`src/rtl/core/billboard_sprite_projection_assert.svh`:
```
// assertion macros for the billboard sprite projection block
// needs clk and rst_n in the scope of the module that uses them
`ifndef BILLBOARD_SPRITE_PROJECTION_ASSERT_SVH
`define BILLBOARD_SPRITE_PROJECTION_ASSERT_SVH

// same-cycle implication, off during reset
`define BSP_ASSERT_IMP(label, ante, cons) \
    label: assert property (@(posedge clk) disable iff (!rst_n) (ante) |-> (cons)) \
        else $error("bsp assertion failed");

// next-cycle implication, off during reset
`define BSP_ASSERT_NXT(label, ante, cons) \
    label: assert property (@(posedge clk) disable iff (!rst_n) (ante) |=> (cons)) \
        else $error("bsp assertion failed");

`endif

```
`src/rtl/core/bsp_pkg.sv`:
```
// shared types and constants for the billboard sprite projection block
// no dependencies
package bsp_pkg;

    // configuration register indexes
    typedef enum logic [2:0] {
        CFG_PLAYER_X      = 3'd0,
        CFG_PLAYER_Y      = 3'd1,
        CFG_DIR_X         = 3'd2,
        CFG_DIR_Y         = 3'd3,
        CFG_PLANE_X       = 3'd4,
        CFG_PLANE_Y       = 3'd5,
        CFG_SCREEN_WIDTH  = 3'd6,
        CFG_SCREEN_HEIGHT = 3'd7
    } cfg_idx_t;

    typedef struct packed {
        logic        [15:0] player_x;
        logic        [15:0] player_y;
        logic signed [15:0] dir_x;
        logic signed [15:0] dir_y;
        logic signed [15:0] plane_x;
        logic signed [15:0] plane_y;
        logic        [11:0] screen_width;
        logic        [11:0] screen_height;
    } cfg_t;

    localparam cfg_t CFG_RESET = '{
        player_x:      16'd0,
        player_y:      16'd0,
        dir_x:         16'sd16384,
        dir_y:         16'sd0,
        plane_x:       16'sd0,
        plane_y:       16'sd10813,
        screen_width:  12'd640,
        screen_height: 12'd480
    };

    // relative sprite position, signed Q8.8
    typedef struct packed {
        logic signed [16:0] sx;
        logic signed [16:0] sy;
    } entry_t;

    typedef struct packed {
        logic signed [23:0] depth;
        logic signed [15:0] screen_column;
        logic        [15:0] sprite_size;
        logic        [11:0] row_start;
        logic        [11:0] row_end;
        logic        [14:0] column_start;
        logic signed [15:0] column_end;
    } res_t;

    localparam logic [15:0] SIZE_SAT      = 16'hFFFF;
    localparam logic [23:0] DEPTH_POS_MAX = 24'd8388607;
    localparam logic [23:0] DEPTH_NEG_MAG = 24'd8388608;
    localparam logic [23:0] COL_POS_MAX   = 24'd32767;
    localparam logic [23:0] COL_NEG_MAG   = 24'd32768;

endpackage

```
`src/rtl/core/bsp_fifo.sv`:
```
// small register queue used between pipeline sections
// depends on nothing
module bsp_fifo #(
    parameter int W     = 8,
    parameter int DEPTH = 2
) (
    input  logic         clk,
    input  logic         rst_n,
    input  logic         wr_en,
    input  logic [W-1:0] wr_data,
    input  logic         rd_en,
    output logic [W-1:0] rd_data,
    output logic         full,
    output logic         empty
);
    localparam int AW = (DEPTH > 1) ? $clog2(DEPTH) : 1;
    localparam int CW = $clog2(DEPTH + 1);

    logic [W-1:0]  mem_reg [DEPTH];
    logic [AW-1:0] wr_ptr_reg, wr_ptr_next;
    logic [AW-1:0] rd_ptr_reg, rd_ptr_next;
    logic [CW-1:0] count_reg, count_next;
    logic          do_wr, do_rd;

    assign full    = (count_reg == CW'(DEPTH));
    assign empty   = (count_reg == '0);
    assign do_wr   = wr_en && !full;
    assign do_rd   = rd_en && !empty;
    assign rd_data = mem_reg[rd_ptr_reg];

    // pointer and count update
    always_comb
    begin
        wr_ptr_next = wr_ptr_reg;
        rd_ptr_next = rd_ptr_reg;
        count_next  = count_reg;
        if (do_wr)
        begin
            wr_ptr_next = (wr_ptr_reg == AW'(DEPTH - 1)) ? '0 : wr_ptr_reg + 1'b1;
        end
        if (do_rd)
        begin
            rd_ptr_next = (rd_ptr_reg == AW'(DEPTH - 1)) ? '0 : rd_ptr_reg + 1'b1;
        end
        if (do_wr && !do_rd)
        begin
            count_next = count_reg + 1'b1;
        end
        else if (do_rd && !do_wr)
        begin
            count_next = count_reg - 1'b1;
        end
    end

    always_ff @(posedge clk or negedge rst_n)
    begin
        if (!rst_n)
        begin
            wr_ptr_reg <= '0;
            rd_ptr_reg <= '0;
            count_reg  <= '0;
        end
        else
        begin
            wr_ptr_reg <= wr_ptr_next;
            rd_ptr_reg <= rd_ptr_next;
            count_reg  <= count_next;
        end
    end

    // storage
    always_ff @(posedge clk)
    begin
        if (do_wr)
        begin
            mem_reg[wr_ptr_reg] <= wr_data;
        end
    end

endmodule

```
`src/rtl/core/bsp_front.sv`:
```
// front part: takes sprite beats, forms the position relative to the player
// and holds them in a short queue; depends on bsp_pkg and bsp_fifo
module bsp_front
    import bsp_pkg::*;
#(
    parameter int QUEUE_DEPTH = 4
) (
    input  logic        clk,
    input  logic        rst_n,
    input  logic        push,
    input  logic [15:0] sprite_x,
    input  logic [15:0] sprite_y,
    input  cfg_t        cfg,
    input  logic        q_pop,
    output logic        full,
    output logic        q_valid,
    output entry_t      q_data
);
    entry_t entry;
    logic   q_empty;

    // relative position, signed Q8.8
    always_comb
    begin
        entry.sx = $signed({1'b0, sprite_x}) - $signed({1'b0, cfg.player_x});
        entry.sy = $signed({1'b0, sprite_y}) - $signed({1'b0, cfg.player_y});
    end

    bsp_fifo #(
        .W     ($bits(entry_t)),
        .DEPTH (QUEUE_DEPTH)
    ) u_queue (
        .clk     (clk),
        .rst_n   (rst_n),
        .wr_en   (push),
        .wr_data (entry),
        .rd_en   (q_pop),
        .rd_data (q_data),
        .full    (full),
        .empty   (q_empty)
    );

    assign q_valid = !q_empty;

endmodule

```
`config.mk`:
```
export PLATFORM = sky130hd
export DESIGN_NAME = bsp_front
export DESIGN_NICKNAME = d
export VERILOG_FILES = /design/src/rtl/core/billboard_sprite_projection_assert.svh /design/src/rtl/core/bsp_pkg.sv /design/src/rtl/core/bsp_fifo.sv /design/src/rtl/core/bsp_front.sv
export SDC_FILE = /design/constraint.sdc
export NUM_CORES = 1
export LEC_CHECK = 0
export BUFFER_PORTS_ARGS = -buffer_cell sky130_fd_sc_hd__buf_2
export CORE_ASPECT_RATIO = 0.75
export CORE_UTILIZATION = 45
export CTS_BUF_LIST = sky130_fd_sc_hd__clkbuf_2 sky130_fd_sc_hd__clkbuf_4 sky130_fd_sc_hd__clkbuf_8
export CTS_CLUSTER_SIZE = 14
export DETAILED_ROUTE_END_ITERATION = 6
export PLACE_DENSITY = 0.7
export RECOVER_POWER = 50
export SKIP_LAST_GASP = 1
export SYNTH_ARGS = -nofsm -noshare
export SYNTH_HDL_FRONTEND = slang
export SYNTH_SLANG_ARGS = --single-unit
```
`constraint.sdc`:
```
create_clock -name clk -period 3.1 [get_ports clk]
set_input_delay 0.155 -clock clk [delete_from_list [all_inputs] [get_ports clk]]
set_output_delay 0.155 -clock clk [all_outputs]
set_load 0.01 [all_outputs]
```
Yosys cells after proc, flatten, opt, wreduce, memory -nomap -nowiden:

Memory sizes are Yosys's and may differ from the RTL's.
Index checks and enable logic that the tools add are counted.

* memories kept: 1
* output and inout port bits: 36
* memory bits (writable): 136
* logic and storage cells: 29
* register bits: 7

Memories
* u_queue.mem_reg: words 4, width 34, read ports 1, clocked after Yosys merged registers in 0, wr ports 1, line bsp_fifo.sv:19 `logic [W-1:0] mem_reg [DEPTH];`

* reduce and logical (&&, ||, !) cells: 10
* muxes and demuxes: 6
* add/subtract/negate cells: 6
* equality and inequality tests: 3

Operators with widths (number)
* subtractor 16 x 16 -> 17 bit: 2
* 2-to-1 mux 3 bit: 2
* adder 2 x 1 -> 2 bit, second input constant: 2
* equality test 2 bit, second input constant: 2
* logical AND 1 bit: 4
* zero test 1 bit: 4
* 2-to-1 mux 2 bit: 2
* adder 3 x 1 -> 3 bit, second input constant: 1
* equality test 3 bit, second input constant: 1
* zero test 3 bit: 1
* subtractor 3 x 1 -> 3 bit, second input constant: 1
* 2-to-1 mux 1 bit: 2
* nonzero test 2 bit: 1

Depth between registers and ports, before layout:

* word-level depth: 7
* mapped depth: 9

Modules after synthesis:

A second synthesis with hierarchy kept.

* cell total of the unflattened synthesis: 458
* area, all modules: 7015.5 um2

Modules (own cells, without submodules)
* bsp_fifo: seq. area each 4259.1 um2, area each 5346.4 um2, cells an instance 215, instances 1
* bsp_front: seq. area each 0.0 um2, area each 1669.1 um2, cells an instance 243, instances 1

Worst setup path after synthesis:

OpenSTA, ideal clock, no wires.

* kind: reg2reg
* from: register u_queue.count_reg[2]
* to: memory u_queue.mem_reg[3][0] (netlist bit), enable pin
* path slack: 0.951 ns
* arrival time: 1.755 ns
* stages on the path, launching flop included: 5
* period minus slack after synthesis: 2.149 ns
* path through: dfrtp_1 nor3b_1 nor2b_1 clkbuf_1 and2_1

* longest elaborated chain between the ends: 5

RTL lines
* start, declared: line bsp_fifo.sv:22 `logic [CW-1:0] count_reg, count_next;`
* start signal, assigned: line bsp_fifo.sv:67 `count_reg <= count_next;`
* equality test 3 bit: line bsp_fifo.sv:25 `assign full = (count_reg == CW'(DEPTH));`
* named net full: line bsp_front.sv:15 `output logic full,`
* zero test 1 bit: line bsp_fifo.sv:27 `assign do_wr = wr_en && !full;`
* logical AND 1 bit: line bsp_fifo.sv:27
* named net u_queue.do_wr: line bsp_fifo.sv:23 `logic do_wr, do_rd;`
* 2-to-1 mux 1 bit: line bsp_fifo.sv:74 `if (do_wr)`
* 2-to-1 mux 1 bit (not written as such): line bsp_fifo.sv:76 `mem_reg[wr_ptr_reg] <= wr_data;`
* end, declared: line bsp_fifo.sv:19

The timed path passes the listed nets, and every way through them passes these cells.

Worst setup path in the final report:

* from: register u_queue.count_reg[2]
* to: memory u_queue.mem_reg[3][10] (netlist bit), enable pin

* longest elaborated chain between the ends: 5

RTL lines (line)
* equality test 3 bit: bsp_fifo.sv:25
* zero test 1 bit: bsp_fifo.sv:27
* logical AND 1 bit: bsp_fifo.sv:27
* 2-to-1 mux 1 bit: bsp_fifo.sv:74
* 2-to-1 mux 1 bit (not written as such): bsp_fifo.sv:76

No other way between the ends.

==> qor.csv <==
metric,value,unit
status,"complete, no violations",
largest net degree at the start of global routing,22,
routed len/inst,16.8,um
routed wire length,13400,um
max reg flops,136,
HP Class,input pin to flop,
GPL Wtd Cong,0.833,
drt drc,0,
Worst path slowest cell,and2_0,
"CTS clk-pin slew, worst paths",0.08,ns
number of synthesized flops with an enable pin,136,
Final ANT Viol Nets,0,
# setup viols final,0,
via count,4186,
cell family with most CP delay,simple AND/OR/NAND/NOR gates,
final critical-path share of the clock period,83.7,%
CP cell instances,nor3b_1 > nor2b_1 > and2_0 > buf_12,
initial core utilization,46.0,%
Core Area,15200,sq um
Final nets,776,
Most used DFF post-synth,edfxtp_1,
ys async rst share,4.90,%
share of layout cells above drive strength 1,30.9,%
DR vias/cell,5.25,
Ant. Diodes,0,
vias in the first global route,4034,
cell area power density,799,nW/um^2
Worst Setup End Kind,flop,
Total GRT Usage,17.9,%
GRT busiest layer,met2,
Slew @ Worst Pin,1.16,ns
CTS Root Cell,clkbuf_8,
Synth area leader,edfxtp_1,
Area Growth Syn to Fin,17.8,%
WHS,0.135,ns
PortBufs,103,
P_leak,0.00321,uW
Hold Fails Final Rpt,0,
Slew Limit Fails,0,
Max Clock Skew,0.0106,ns
#FFs+latches synth,143,
Synth Area per Inst,15.1,sq um
Max Cap Viol,0,
post-DP HPWL,9490,um
max incr delay on CP,0.98,ns
Post-Syn Nets,662,
WP buf/inv,1,
WP data required,3.23,ns
post-synthesis sequential area ratio,60.8,%
initial antenna violation count,0,
fin area,8260,sq um
Post-CTS Setup Inserts,0,
Yosys top cell area share,58.3,%
Tmin final,2.59,ns
max frequency,0.385,GHz
global routing met3 resource utilization,4.12,%
crit-path max FO,21,
gr ovfl total,0,
Worst-Skew Late Latency,0.43,ns
I/O pin cnt,192,
# rows,39,
routing usage on met1,25.6,%
synthesized area,7010,sq um
Arrival @ worst endpoint,2.72,ns
maximum clock insertion buffer count,2,
most common cell in the netlist,edfxtp_1,
CP Launch Type,flop,
Peak VDD IR,0.000360,V
Setup Total Neg Slack,0,ns
CTS tree,built,
GR Util met2,27.9,%
utilization after layout,54.2,%
Die Width,146,um
RSZ-0062 raised after global routing,false,
synth cell count leaders,"edfxtp_1 (136), inv_1 (41), ha_1 (38), mux4_2 (34), a21oi_1 (28)",
Synthesis Warnings,0,
"Cell Area, Placed",7840,sq um
DR iter-0 viols,310,
post-synthesis instance total,465,
Die Ht,110,um
clock sink count,143,
die area,16100,sq um
H-tree Lvls,4,
"top cells by area, synth","edfxtp_1 (58%), mux4_2 (11%), ha_1 (6.8%), dfrtp_1 (2.5%), inv_1 (2.2%)",
"Distinct cells, synth",48,
slew margin rel.,22.4,%
Setup CP Type,flop to flop,
DRT Pass-1 Iters,4,
first-pass GRT wire length,21300,um
CTS buffer count,17,
-- final cells by class --
type                            instances  area, sq um
Sequential cell                       143         4260
Fill cell                            1259         6970
Clock inverter                         15          184
Inverter                               41          154
Multi-Input combinational cell        265         2530
Timing Repair Buffer                  111          637
Tap cell                              205          256
Clock buffer                           17          234
-- logic make-up (layout without fill, tap and decap cells) --
kind of cell | after synthesis | count (layout) | synth area share, %
flip-flops | 143 | 143 | 60.8
AO/OA/AOI/OAI | 86 | 86 | 8.28
AND/OR/NAND/NOR | 74 | 74 | 5.39
buffers and inverters | 57 | 184 | 3.14
adder cells (fa/ha/maj) | 41 | 41 | 7.64
multiplexers | 37 | 37 | 11.4
XOR/XNOR | 27 | 27 | 3.37
-- per-stage QoR --
step	total power (uW)	instances	setup slack (ns)
global route	6990	797	0.327
CTS	6700	797	0.624
detailed placement	5170	764	0.631
floorplan	4300	465	0.951
global placement	5080	764	0.674
finish	6600	797	0.505
-- tightest hold or removal path, stage by stage --
cell and delay, ns:
buf_2 0.09, nand2_1 0.13, a21o_1 0.15
-- final timing paths --
kind	from	to	slack (ns)	cells after the start
max	u_queue.count_reg[2]	u_queue.mem_reg[3][10]	0.51	4
min	q_pop	u_queue.rd_ptr_reg[0]	0.14	3
max reg2reg	u_queue.count_reg[2]	u_queue.mem_reg[3][10]	0.51	4
min reg2reg	u_queue.count_reg[2]	u_queue.count_reg[2]	0.49	1
max in group asynchronous	rst_n	u_queue.rd_ptr_reg[0]	2.60	2
min in group asynchronous	rst_n	u_queue.count_reg[0]	0.18	2
-- power breakdown --
part	switching, uW	internal (uW)	leakage (uW)	total (uW)
clock network	720	809	0.000211	1530
logic	1190	1040	0.00167	2230
registers	176	2660	0.00133	2840
-- metal layers --
| layer | wire [um] | vias to the layer above | part of all wire (%) |
|---|---|---|---|
| li1 | - | 2019 | - |
| met1 | 6440 | 2069 | 48 |
| met2 | 6240 | 88 | 47 |
| met3 | 639 | 10 | 4.8 |
| met4 | 102 | 0 | 0.76 |
| met5 | 0 | - | 0 |
-- cell usage in the layout (no fill, tap or decap), types with 2 or more instances in the layout --
cell type / instances
o21a_1: 7
inv_6: 4
a31oi_1: 2
fa_1: 3
o21ai_0: 12
nand2b_1: 4
xnor2_1: 15
nand4_1: 3
clkbuf_1: 3
clkinv_2: 2
buf_4: 2
o211ai_1: 4
o31ai_1: 2
nor3b_1: 2
mux4_2: 34
inv_1: 41
dfrtp_1: 6
mux2_2: 3
nand3_1: 8
bufinv_16: 3
a21o_1: 10
nor3_1: 4
clkbuf_8: 17
clkinv_4: 3
nand2_1: 17
buf_2: 100
ha_1: 38
xor2_1: 12
nor2b_1: 7
a21oi_1: 28
and3_1: 3
nor2_1: 16
o31a_1: 5
buf_12: 5
a32oi_1: 2
and2_1: 4
o21bai_1: 2
edfxtp_1: 136
-- timing repair --
action / 4_1_cts / 5_1_grt
endpoints found under the setup margin: 0 / 0
resized for setup: 0 / 0
hold buffers: 1 / 0
endpoints found under the hold margin: 7 / 0
(Power assumes the default switching activity.)
