**src/rtl/core/billboard_sprite_projection_assert.svh**
```systemverilog
// assertion macros for the billboard sprite projection block
// needs clk and rst_n in the scope of the module that uses them
`ifndef BILLBOARD_SPRITE_PROJECTION_ASSERT_SVH
`define BILLBOARD_SPRITE_PROJECTION_ASSERT_SVH

// same-cycle implication, off during reset
`define BSP_ASSERT_IMP(label, ante, cons) \
    label: assert property (@(posedge clk) disable iff (!rst_n) (ante) |-> (cons)) \
        else $error("bsp assertion failed");

// next-cycle implication, off during reset
`define BSP_ASSERT_NXT(label, ante, cons) \
    label: assert property (@(posedge clk) disable iff (!rst_n) (ante) |=> (cons)) \
        else $error("bsp assertion failed");

`endif

```
**src/rtl/core/bsp_fifo.sv**
```systemverilog
// small register queue used between pipeline sections
// depends on nothing
module bsp_fifo #(
    parameter int W     = 8,
    parameter int DEPTH = 2
) (
    input  logic         clk,
    input  logic         rst_n,
    input  logic         wr_en,
    input  logic [W-1:0] wr_data,
    input  logic         rd_en,
    output logic [W-1:0] rd_data,
    output logic         full,
    output logic         empty
);
    localparam int AW = (DEPTH > 1) ? $clog2(DEPTH) : 1;
    localparam int CW = $clog2(DEPTH + 1);

    logic [W-1:0]  mem_reg [DEPTH];
    logic [AW-1:0] wr_ptr_reg, wr_ptr_next;
    logic [AW-1:0] rd_ptr_reg, rd_ptr_next;
    logic [CW-1:0] count_reg, count_next;
    logic          do_wr, do_rd;

    assign full    = (count_reg == CW'(DEPTH));
    assign empty   = (count_reg == '0);
    assign do_wr   = wr_en && !full;
    assign do_rd   = rd_en && !empty;
    assign rd_data = mem_reg[rd_ptr_reg];

    // pointer and count update
    always_comb
    begin
        wr_ptr_next = wr_ptr_reg;
        rd_ptr_next = rd_ptr_reg;
        count_next  = count_reg;
        if (do_wr)
        begin
            wr_ptr_next = (wr_ptr_reg == AW'(DEPTH - 1)) ? '0 : wr_ptr_reg + 1'b1;
        end
        if (do_rd)
        begin
            rd_ptr_next = (rd_ptr_reg == AW'(DEPTH - 1)) ? '0 : rd_ptr_reg + 1'b1;
        end
        if (do_wr && !do_rd)
        begin
            count_next = count_reg + 1'b1;
        end
        else if (do_rd && !do_wr)
        begin
            count_next = count_reg - 1'b1;
        end
    end

    always_ff @(posedge clk or negedge rst_n)
    begin
        if (!rst_n)
        begin
            wr_ptr_reg <= '0;
            rd_ptr_reg <= '0;
            count_reg  <= '0;
        end
        else
        begin
            wr_ptr_reg <= wr_ptr_next;
            rd_ptr_reg <= rd_ptr_next;
            count_reg  <= count_next;
        end
    end

    // storage
    always_ff @(posedge clk)
    begin
        if (do_wr)
        begin
            mem_reg[wr_ptr_reg] <= wr_data;
        end
    end

endmodule

```
**config.mk**
```make
export PLATFORM = sky130hd
export DESIGN_NAME = bsp_fifo
export DESIGN_NICKNAME = d
export VERILOG_FILES = /design/src/rtl/core/billboard_sprite_projection_assert.svh /design/src/rtl/core/bsp_fifo.sv
export SDC_FILE = /design/constraint.sdc
export NUM_CORES = 1
export LEC_CHECK = 0
export ABC_AREA = 1
export ABC_CLOCK_PERIOD_IN_PS = 1200
export BUFFER_PORTS_ARGS = -buffer_cell sky130_fd_sc_hd__buf_4
export CELL_PAD_IN_SITES_DETAIL_PLACEMENT = 0
export CELL_PAD_IN_SITES_GLOBAL_PLACEMENT = 2
export CORE_MARGIN = 3
export CORE_UTILIZATION = 28
export DETAILED_ROUTE_END_ITERATION = 7
export GPL_TIMING_DRIVEN = 0
export MAX_ROUTING_LAYER = met4
export PLACE_DENSITY = 0.79
export SYNTH_ARGS = -nofsm -noshare
export SYNTH_HDL_FRONTEND = slang
export SYNTH_SLANG_ARGS = --single-unit
```
**constraint.sdc**
```tcl
create_clock -name clk -period 1.2 [get_ports clk]
set_input_delay 0.36 -clock clk [delete_from_list [all_inputs] [get_ports clk]]
set_output_delay 0.36 -clock clk [all_outputs]
set_load 0.05 [all_outputs]
```
### After elaboration in Yosys (flattened, before gate mapping)

Memories as Yosys holds them, arrays and structs flattened.
Cells that the tools add are included.

| word-level totals | value |
|---|---|
| memories | 1 |
| register bits | 4 |
| bits in latches | 0 |
| ROM bits | 0 |
| word-level logic and storage cells | 25 |
| input port bits | 12 |
| bits in writable memories | 16 |

| operators by class | value |
|---|---|
| div/mod/pow operators | 0 |
| bitwise gates (word level) | 0 |
| reductions and logical operators | 10 |
| shift operators | 0 |
| eq/ne operators | 1 |
| multiply operators | 0 |
| magnitude comparators | 0 |
| $add $sub $neg | 4 |
| multiplexer cells | 6 |

Memories:

| memory | words | width | read ports | clocked after Yosys merged registers in | wr ports | RTL line | source |
|---|---|---|---|---|---|---|---|
| mem_reg | 2 | 8 | 1 | 0 | 1 | bsp_fifo.sv:19 | `logic [W-1:0] mem_reg [DEPTH];` |

Operators with widths:

| kind | number |
|---|---|
| logical AND 1 bit | 4 |
| logical NOT 1 bit | 4 |
| 2-to-1 mux 1 bit | 4 |
| 2-to-1 mux 2 bit | 2 |
| adder 1 bit (second input constant) | 2 |
| adder 2 x 1 -> 2 bit (second input constant) | 1 |
| == test 2 bit (second input constant) | 1 |
| logical NOT 2 bit | 1 |
| nonzero test 2 bit | 1 |
| subtractor 2 x 1 -> 2 bit (second input constant) | 1 |

### Longest topological paths before layout

Gate-level depths: netlist of run 1.

| logic depth | value |
|---|---|
| depth in word-level cells | 7 |
| mapped depth | 9 |
| mapped depth without buffers | 9 |

### Worst setup path after synthesis of run 1

No wires, ideal clock.

| path | value |
|---|---|
| path kind | register to register |
| start point | register count_reg[0] |
| end point | register count_reg[1] |
| setup time | 117 ps |
| clock period less this slack | 1638 ps |
| cell stages (with the launch flop) | 8 |
| setup slack | -438 ps |
| arrival time | 1521 ps |
| cell sequence | dfrtp_1 > nor2_2 > nor2_2 > ha_1 > inv_1 > nand3_1 > nand2_1 > nand2_1 |

| on the way | value |
|---|---|
| longest elaborated chain between the ends | 6 |
| elaborated cells between the ends (all ways) | 15 |

RTL lines:

| element | RTL line | source |
|---|---|---|
| start, declared | bsp_fifo.sv:22 | `logic [CW-1:0] count_reg, count_next;` |
| start signal, assigned | bsp_fifo.sv:67 | `count_reg <= count_next;` |
| == test 2 bit (*) | bsp_fifo.sv:25 | `assign full = (count_reg == CW'(DEPTH));` |
| named net full | bsp_fifo.sv:13 | `output logic full,` |
| logical NOT 1 bit (*) | bsp_fifo.sv:27 | `assign do_wr = wr_en && !full;` |
| logical AND 1 bit (*) | bsp_fifo.sv:27 |  |
| logical NOT 1 bit | bsp_fifo.sv:49 | `else if (do_rd && !do_wr)` |
| logical AND 1 bit | bsp_fifo.sv:49 |  |
| nonzero test 2 bit (no line) | n/a |  |

Mark *: on every way through the listed nets, which the timed path passes. The rest lies on a longest branch. The select of a mux whose other input is x is not followed.
A chain may end at the register's enable or synchronous reset.

### Final worst setup path of run 1

| path | value |
|---|---|
| start point | register rd_ptr_reg |
| end point | output rd_data[6] |

| on the way | value |
|---|---|
| longest elaborated chain between the ends | 1 |

RTL lines:

| element | RTL line | source |
|---|---|---|
| start, declared | bsp_fifo.sv:21 | `logic [AW-1:0] rd_ptr_reg, rd_ptr_next;` |
| start signal, assigned | bsp_fifo.sv:66 | `rd_ptr_reg <= rd_ptr_next;` |
| memory read (2 x 8 bit) | n/a |  |
| end, declared | bsp_fifo.sv:12 | `output logic [W-1:0] rd_data,` |

Every way passes these cells.

==> results of run 1 <==
## area by class of cell
class | count | area, µm² | share of cell area, %
Timing Repair Buffer | 31 | 297 | 22.0
Clock inverter | 1 | 3.75 | 0.279
Buffer | 1 | 11.3 | 0.836
Clock buffer | 3 | 22.5 | 1.67
Sequential cell | 20 | 583 | 43.3
Tap cell | 30 | 37.5 | 2.79
Inverter | 8 | 40.0 | 2.97
Multi-Input combinational cell | 44 | 344 | 25.6
Timing Repair inverter | 1 | 7.51 | 0.558
## worst max-delay path, stage by stage (launching register included)
cell and delay [ns]:
dfrtp_1 0.37, buf_6 0.14, clkinvlp_4 0.13, nand2_2 0.09, nand2_4 0.04, buf_6 0.14
## layout by cell type, fill, tap and decap left out, drive strengths merged
cell and count:
dlygate4sd3 1, ha 1, buf 31, nand3 1, clkinvlp 1, nand3b 1, xnor2 1, nand2 33
inv 7, clkbuf 3, clkinv 2, dfrtp 4, nand4 1, edfxtp 16, nor2 4, o21ai 2
## report_power, final
part	switching, mW	total (mW)	internal, mW
combinational	1.44	2.47	1.03
clock	0.185	0.306	0.121
sequential	0.136	1.11	0.972
## path summary, 6_finish.rpt
kind / to / slack [ns] / cells past startpoint
setup / recovery: rd_data[6] / -0.37 / 5
hold / removal: mem_reg[1][6] / 0.24 / 1
setup reg to reg: count_reg[1] / -0.15 / 7
hold reg to reg: wr_ptr_reg / 0.50 / 2
max in group asynchronous: count_reg[0] / 0.67 / 2
min in group asynchronous: rd_ptr_reg / 0.40 / 2
## cells by family (layout without fill, tap and decap cells)
family | after synthesis | in the layout | share of synthesized area [%]
flops | 20 | 20 | 71.7
buf+inv | 9 | 45 | 4.33
fa+ha+maj | 1 | 1 | 1.55
compound gates | 2 | 2 | 1.24
simple gates | 40 | 40 | 20.1
xor+xnor | 1 | 1 | 1.08
## routing by layer
metal	GRT usage (%)	vias to the layer above	wire length, µm	share of wire (%)
met4	1.90	0	0	0
met1	12.1	288	667	43
met5	-	-	0	0
met2	15.6	11	809	52
li1	-	309	-	-
met3	4.75	0	81	5.2
## stage by stage
step | cell area (µm²) | hold slack, ns
finish | 1350 | 0.243
global route | 1350 | 0.212
CTS | 1270 | 0.234
detailed placement | 1080 | 0.162
global placement | 1080 | 0.161
floorplan | 881 | 0.0644
## timing repair
action                                  CTS  global route
gates cloned                              2             0
hold endpoints to repair                  4             0
endpoints found under the setup margin   28            28
resized for setup                        36            10
pin swaps                                 1             2
hold buffers                              1             0
setup buffers                             4             4
==> flow_metrics.py, run 1 <==
metrics = {
    "timing": {
        "final_max_slew_viol_count": 0,
        "fin_crit_sh_pct": 131,
        "rsz0062_at_grt": "yes",
        "setup-violations-final": 21,
        "fin_skew_ns": 0.0107,
        "worst_slew_pin_slew_ns": 0.269,
        "min_period_ns": 1.57,
        "setup_ws_ns": -0.371,
        "setup_tns_ns": -3.99,
        "max_freq_ghz": 0.637,
        "hold_violations": 0,
        "slew_headroom_pct": 82.1,
    },
    "min_path": {
        "hold_class": "in2reg",
        "worstHoldStart": "wr_data[6]",
    },
    "place": {
        "dp_cells": 124,
        "gp_congestion": 0.705,
        "port_buffers": 21,
        "dp_slack_ns": -0.216,
        "dp_hpwl_um": 1060,
    },
    "logic_synthesis": {
        "synth_top_area_cell": "edfxtp_1",
        "synth_commonest_cells": "33 x nand2_1, 16 x edfxtp_1, 7 x inv_1",
        "synth.area.top_cells": "edfxtp_1 59%, nand2_1 15%, dfrtp_1 12%, inv_1 3.2%, ha_1 1.5%",
        "synth_cells": 73,
        "synthMostInstantiatedCell": "nand2_1",
        "avgSynthCellArea_um2": 11.1,
        "synth_cell_types": 14,
        "synth_nets": 86,
        "seq_area_frac_synth_pct": 71.7,
        "synth_warnings": 0,
        "synth-edff-count": 16,
        "ys_seq_elements": 20,
        "syn_area_um2": 810,
        "async_flop_share_pct": 20.0,
        "yosysTopAreaCellShare_pct": 59.4,
        "synth_ff_type": "edfxtp_1",
    },
    "setup_path": {
        "crit_start": "rd_ptr_reg",
        "crit_required_ns": 0.84,
        "arrival_ns": 1.21,
        "start_kind": "flop",
        "endpoint_kind": "output pin",
        "critical_path.max_fanout": 6,
        "r2r-start": "count_reg[1]",
        "crit_type": "reg2out",
    },
    "die": {
        "initial_core_util_pct": 31.0,
        "fp.coreArea_mm2": 0.00261,
        "io_pins": 22,
        "die_x_um": 59.8,
        "dieHeight_um": 59.8,
        "dieArea_mm2": 0.00357,
        "num_rows": 18,
    },
    "global_routing": {
        "first_global_vias": 565,
        "grt_usage_pct": 10.1,
        "grt_max_degree": 12,
        "antenna_found_initial": 0,
        "grt_overflow_total": 0,
        "grt_pass1_wl_um": 2570,
    },
    "final_layout": {
        "fin_util_pct": 51.5,
        "drive_gt1_share_pct": 60.6,
        "areaGrowthSynthToFinish_pct": 66.3,
        "layout.nets": 123,
        "antennaDiodeCount": 0,
        "fin_cells": 139,
        "fillers": 234,
        "largest_reg_flops": 16,
    },
    "status": {
        "run_status": "finished, violations left",
        "violations": "negative setup slack",
    },
    "route": {
        "via_count": 608,
        "drt_iter0_drc": 11,
        "wire_per_inst_um": 11.2,
        "dr.pass1.iters": 4,
        "drc_errors": 0,
        "antenna_left": 0,
        "via_per_inst": 4.37,
        "totalWireLength_um": 1560,
    },
    "cts": {
        "numCtsBuffers": 3,
        "htree_levels": 1,
        "clock_path_buffers": 2,
        "clk_latency_ns": 0.29,
        "clkTransAtPathRegs_ns": 0.11,
        "cts-root-buf": "clkbuf_4",
        "cts_tree": "yes",
        "cts_sinks": 20,
    },
    "power_and_ir_drop": {
        "power_mw": 3.88,
        "power_density_mw_per_mm2": 2890,
        "p_leak_nw": 0.573,
        "ir_drop_mv": 1.68,
    },
    "flow_run": {
        "cap_violations": 0,
    },
}
Power figures use the tool's default switching activity.
==> run 2, diff against run 1 <==
ABC_AREA = default   (was 1)
CORE_UTILIZATION = 31   (was 28)
CTS_CLUSTER_DIAMETER = 30   (was default)
==> flow_metrics.py, run 2 <==
metrics = {
    "global_routing": {
        "grt_max_degree": 12,
        "busiest_layer": "met2",
        "grt_usage_pct": 8.33,
        "met2_usage_pct": 12.2,
        "use_met3_pct": 3.02,
        "grt_pass1_wl_um": 1880,
        "antenna_found_initial": 0,
        "grt_overflow_total": 0,
        "grtUsageMet1_pct": 8.84,
        "first_global_vias": 436,
    },
    "place": {
        "port_buffers": 21,
        "placed_area_mm2": 0.00103,
        "dp_hpwl_um": 864,
        "gp_congestion": 0.654,
        "dp_slack_ns": -0.221,
    },
    "route": {
        "antenna_left": 0,
        "via_per_inst": 4.36,
        "wire_per_inst_um": 11.2,
        "dr.pass1.iters": 4,
        "drt_iter0_drc": 3,
        "drc_errors": 0,
        "via_count": 453,
        "totalWireLength_um": 1170,
    },
    "timing": {
        "final_max_slew_viol_count": 0,
        "worst_slew_pin_slew_ns": 0.247,
        "rsz0062_at_grt": "yes",
        "whs_ns": 0.249,
        "slew_headroom_pct": 83.5,
        "setup_ws_ns": -0.442,
        "setup-violations-final": 20,
        "fin_skew_ns": 0.00641,
        "max_freq_ghz": 0.609,
        "min_period_ns": 1.64,
        "fin_crit_sh_pct": 137,
        "hold_violations": 0,
    },
    "final_layout": {
        "largest_reg_flops": 16,
        "fin_util_pct": 52.3,
        "layout_commonest_cell": "edfxtp_1",
        "areaGrowthSynthToFinish_pct": 53.8,
        "mostFrequentLayoutCells": "16 x edfxtp_1, 15 x buf_4, 10 x buf_6",
        "antennaDiodeCount": 0,
        "multi_input_area_um2": 270,
        "seq_area_um2": 583,
        "drive_gt1_share_pct": 67.1,
        "final_area_mm2": 0.00120,
        "layout.nets": 90,
        "fillers": 203,
    },
    "cts": {
        "cts_sinks": 20,
        "clk_latency_ns": 0.29,
        "numCtsBuffers": 3,
        "cts_tree": "yes",
        "htree_levels": 1,
        "clkTransAtPathRegs_ns": 0.10,
        "cts-root-buf": "clkbuf_4",
        "clock_path_buffers": 2,
    },
    "flow_run": {
        "cap_violations": 0,
    },
    "status": {
        "run_status": "finished, violations left",
        "violations": "negative setup slack",
    },
    "logic_synthesis": {
        "synth_nets": 57,
        "async_flop_share_pct": 20.0,
        "yosysTopAreaCellShare_pct": 61.4,
        "syn_area_um2": 782,
        "synth_ff_type": "edfxtp_1",
        "synth_cell_types": 15,
        "synth_warnings": 0,
        "avgSynthCellArea_um2": 17.8,
        "synth-edff-count": 16,
        "ys_seq_elements": 20,
        "synth_top_area_cell": "edfxtp_1",
        "synth.area.top_cells": "edfxtp_1 61%, dfrtp_1 13%, mux2_1 8.6%, mux2_2 2.9%, xnor2_1 2.2%",
        "synthMostInstantiatedCell": "edfxtp_1",
        "synth_cells": 44,
        "synth_commonest_cells": "16 x edfxtp_1, 6 x mux2_1, 4 x dfrtp_1",
        "seq_area_frac_synth_pct": 74.2,
    },
    "setup_path": {
        "critPathMaxStageDelay_ns": 0.38,
        "r2r_slack_ns": -0.17,
        "crit_path_cell_trace": "buf_6 -> mux2_4 -> buf_8",
        "arrival_ns": 1.28,
        "crit_type": "reg2out",
        "r2r-start": "count_reg[0]",
        "crit_start": "rd_ptr_reg",
        "r2r-end": "count_reg[1]",
        "crit_required_ns": 0.84,
        "reg2reg_depth": 6,
        "critical_path.max_fanout": 9,
        "start_kind": "flop",
        "endpoint_kind": "output pin",
        "critPathSlowestCell": "dfrtp_1",
        "critPathCapture": "rd_data[3]",
    },
    "die": {
        "dieHeight_um": 56.2,
        "initial_core_util_pct": 34.0,
        "num_rows": 17,
        "fp.coreArea_mm2": 0.00230,
        "io_pins": 22,
        "dieArea_mm2": 0.00316,
        "die_x_um": 56.2,
    },
    "power_and_ir_drop": {
        "p_leak_nw": 0.503,
        "power_mw": 3.34,
        "power_density_mw_per_mm2": 2780,
        "ir_drop_mv": 1.46,
    },
    "min_path": {
        "hold_class": "in2reg",
    },
}
==> run 2: kinds of logic (layout without fill, tap and decap cells) <==
family                     count (synthesis)  after routing  share of synthesized area [%]
and+or+nand+nor                            6              6                           3.84
DFF                                       20             20                           74.2
buffers and inverters                      3             35                           1.60
xor gates and xnor gates                   5              5                           6.56
muxes                                      8              8                           11.5
AOI/OAI and AO/OA                          1              1                          0.639
adders and majority gates                  1              1                           1.60
==> run 2: per-layer routing <==
layer / share of wire (%) / wire length [µm] / vias up
li1: - / - / 221
met1: 41 / 478 / 212
met2: 50 / 588 / 18
met3: 6.8 / 80 / 2
met4: 1.6 / 19 / 0
met5: 0 / 0 / -
==> run 2: repair_timing <==
item                                    4_1_cts  5_1_grt
hold buffers                                  1        0
endpoints found under the setup margin       28       20
gates resized for setup                      19        4
setup buffers                                 4        2
pin swaps                                     3        2
endpoints found under the hold margin         4        0
==> run 2: report_power, final <==
group	switching, mW	internal, mW
registers	0.133	0.977
clock network	0.174	0.121
logic	1.02	0.922
total	1.32	2.02
==> run 2: per-stage QoR <==
step                TNS, ns  instances
floorplan            -0.741         44
global placement      -3.30         93
detailed placement    -3.80         93
CTS                   -5.09        102
finish                -4.67        104
global route          -6.00        104
==> run 2: how the worst min path moves through the flow <==
stage | startpoint | to | slack, ns | cells after the start
detailed placement | rst_n | count_reg[0] | 0.16 | 1
global route | wr_data[1] | mem_reg[0][1] | 0.23 | 1
global placement | rst_n | count_reg[0] | 0.16 | 1
finish | wr_data[1] | mem_reg[0][1] | 0.25 | 1
CTS | wr_data[1] | mem_reg[1][1] | 0.24 | 1
floorplan | rst_n | count_reg[0] | 0.06 | 0
==> run 2: cell type report <==
class	instances	area share (%)
Buffer	1	0.937
Tap cell	28	2.91
Clock inverter	1	0.312
Sequential cell	20	48.5
Inverter	2	0.624
Multi-Input combinational cell	21	22.5
Timing Repair Buffer	28	22.4
Clock buffer	3	1.87
==> run 2: worst max-delay path: cells and delay by family (launching register included) <==
family / cells / cell delay [ns]
buffers and inverters: 2 / 0.30
DFF: 1 / 0.38
muxes: 1 / 0.31
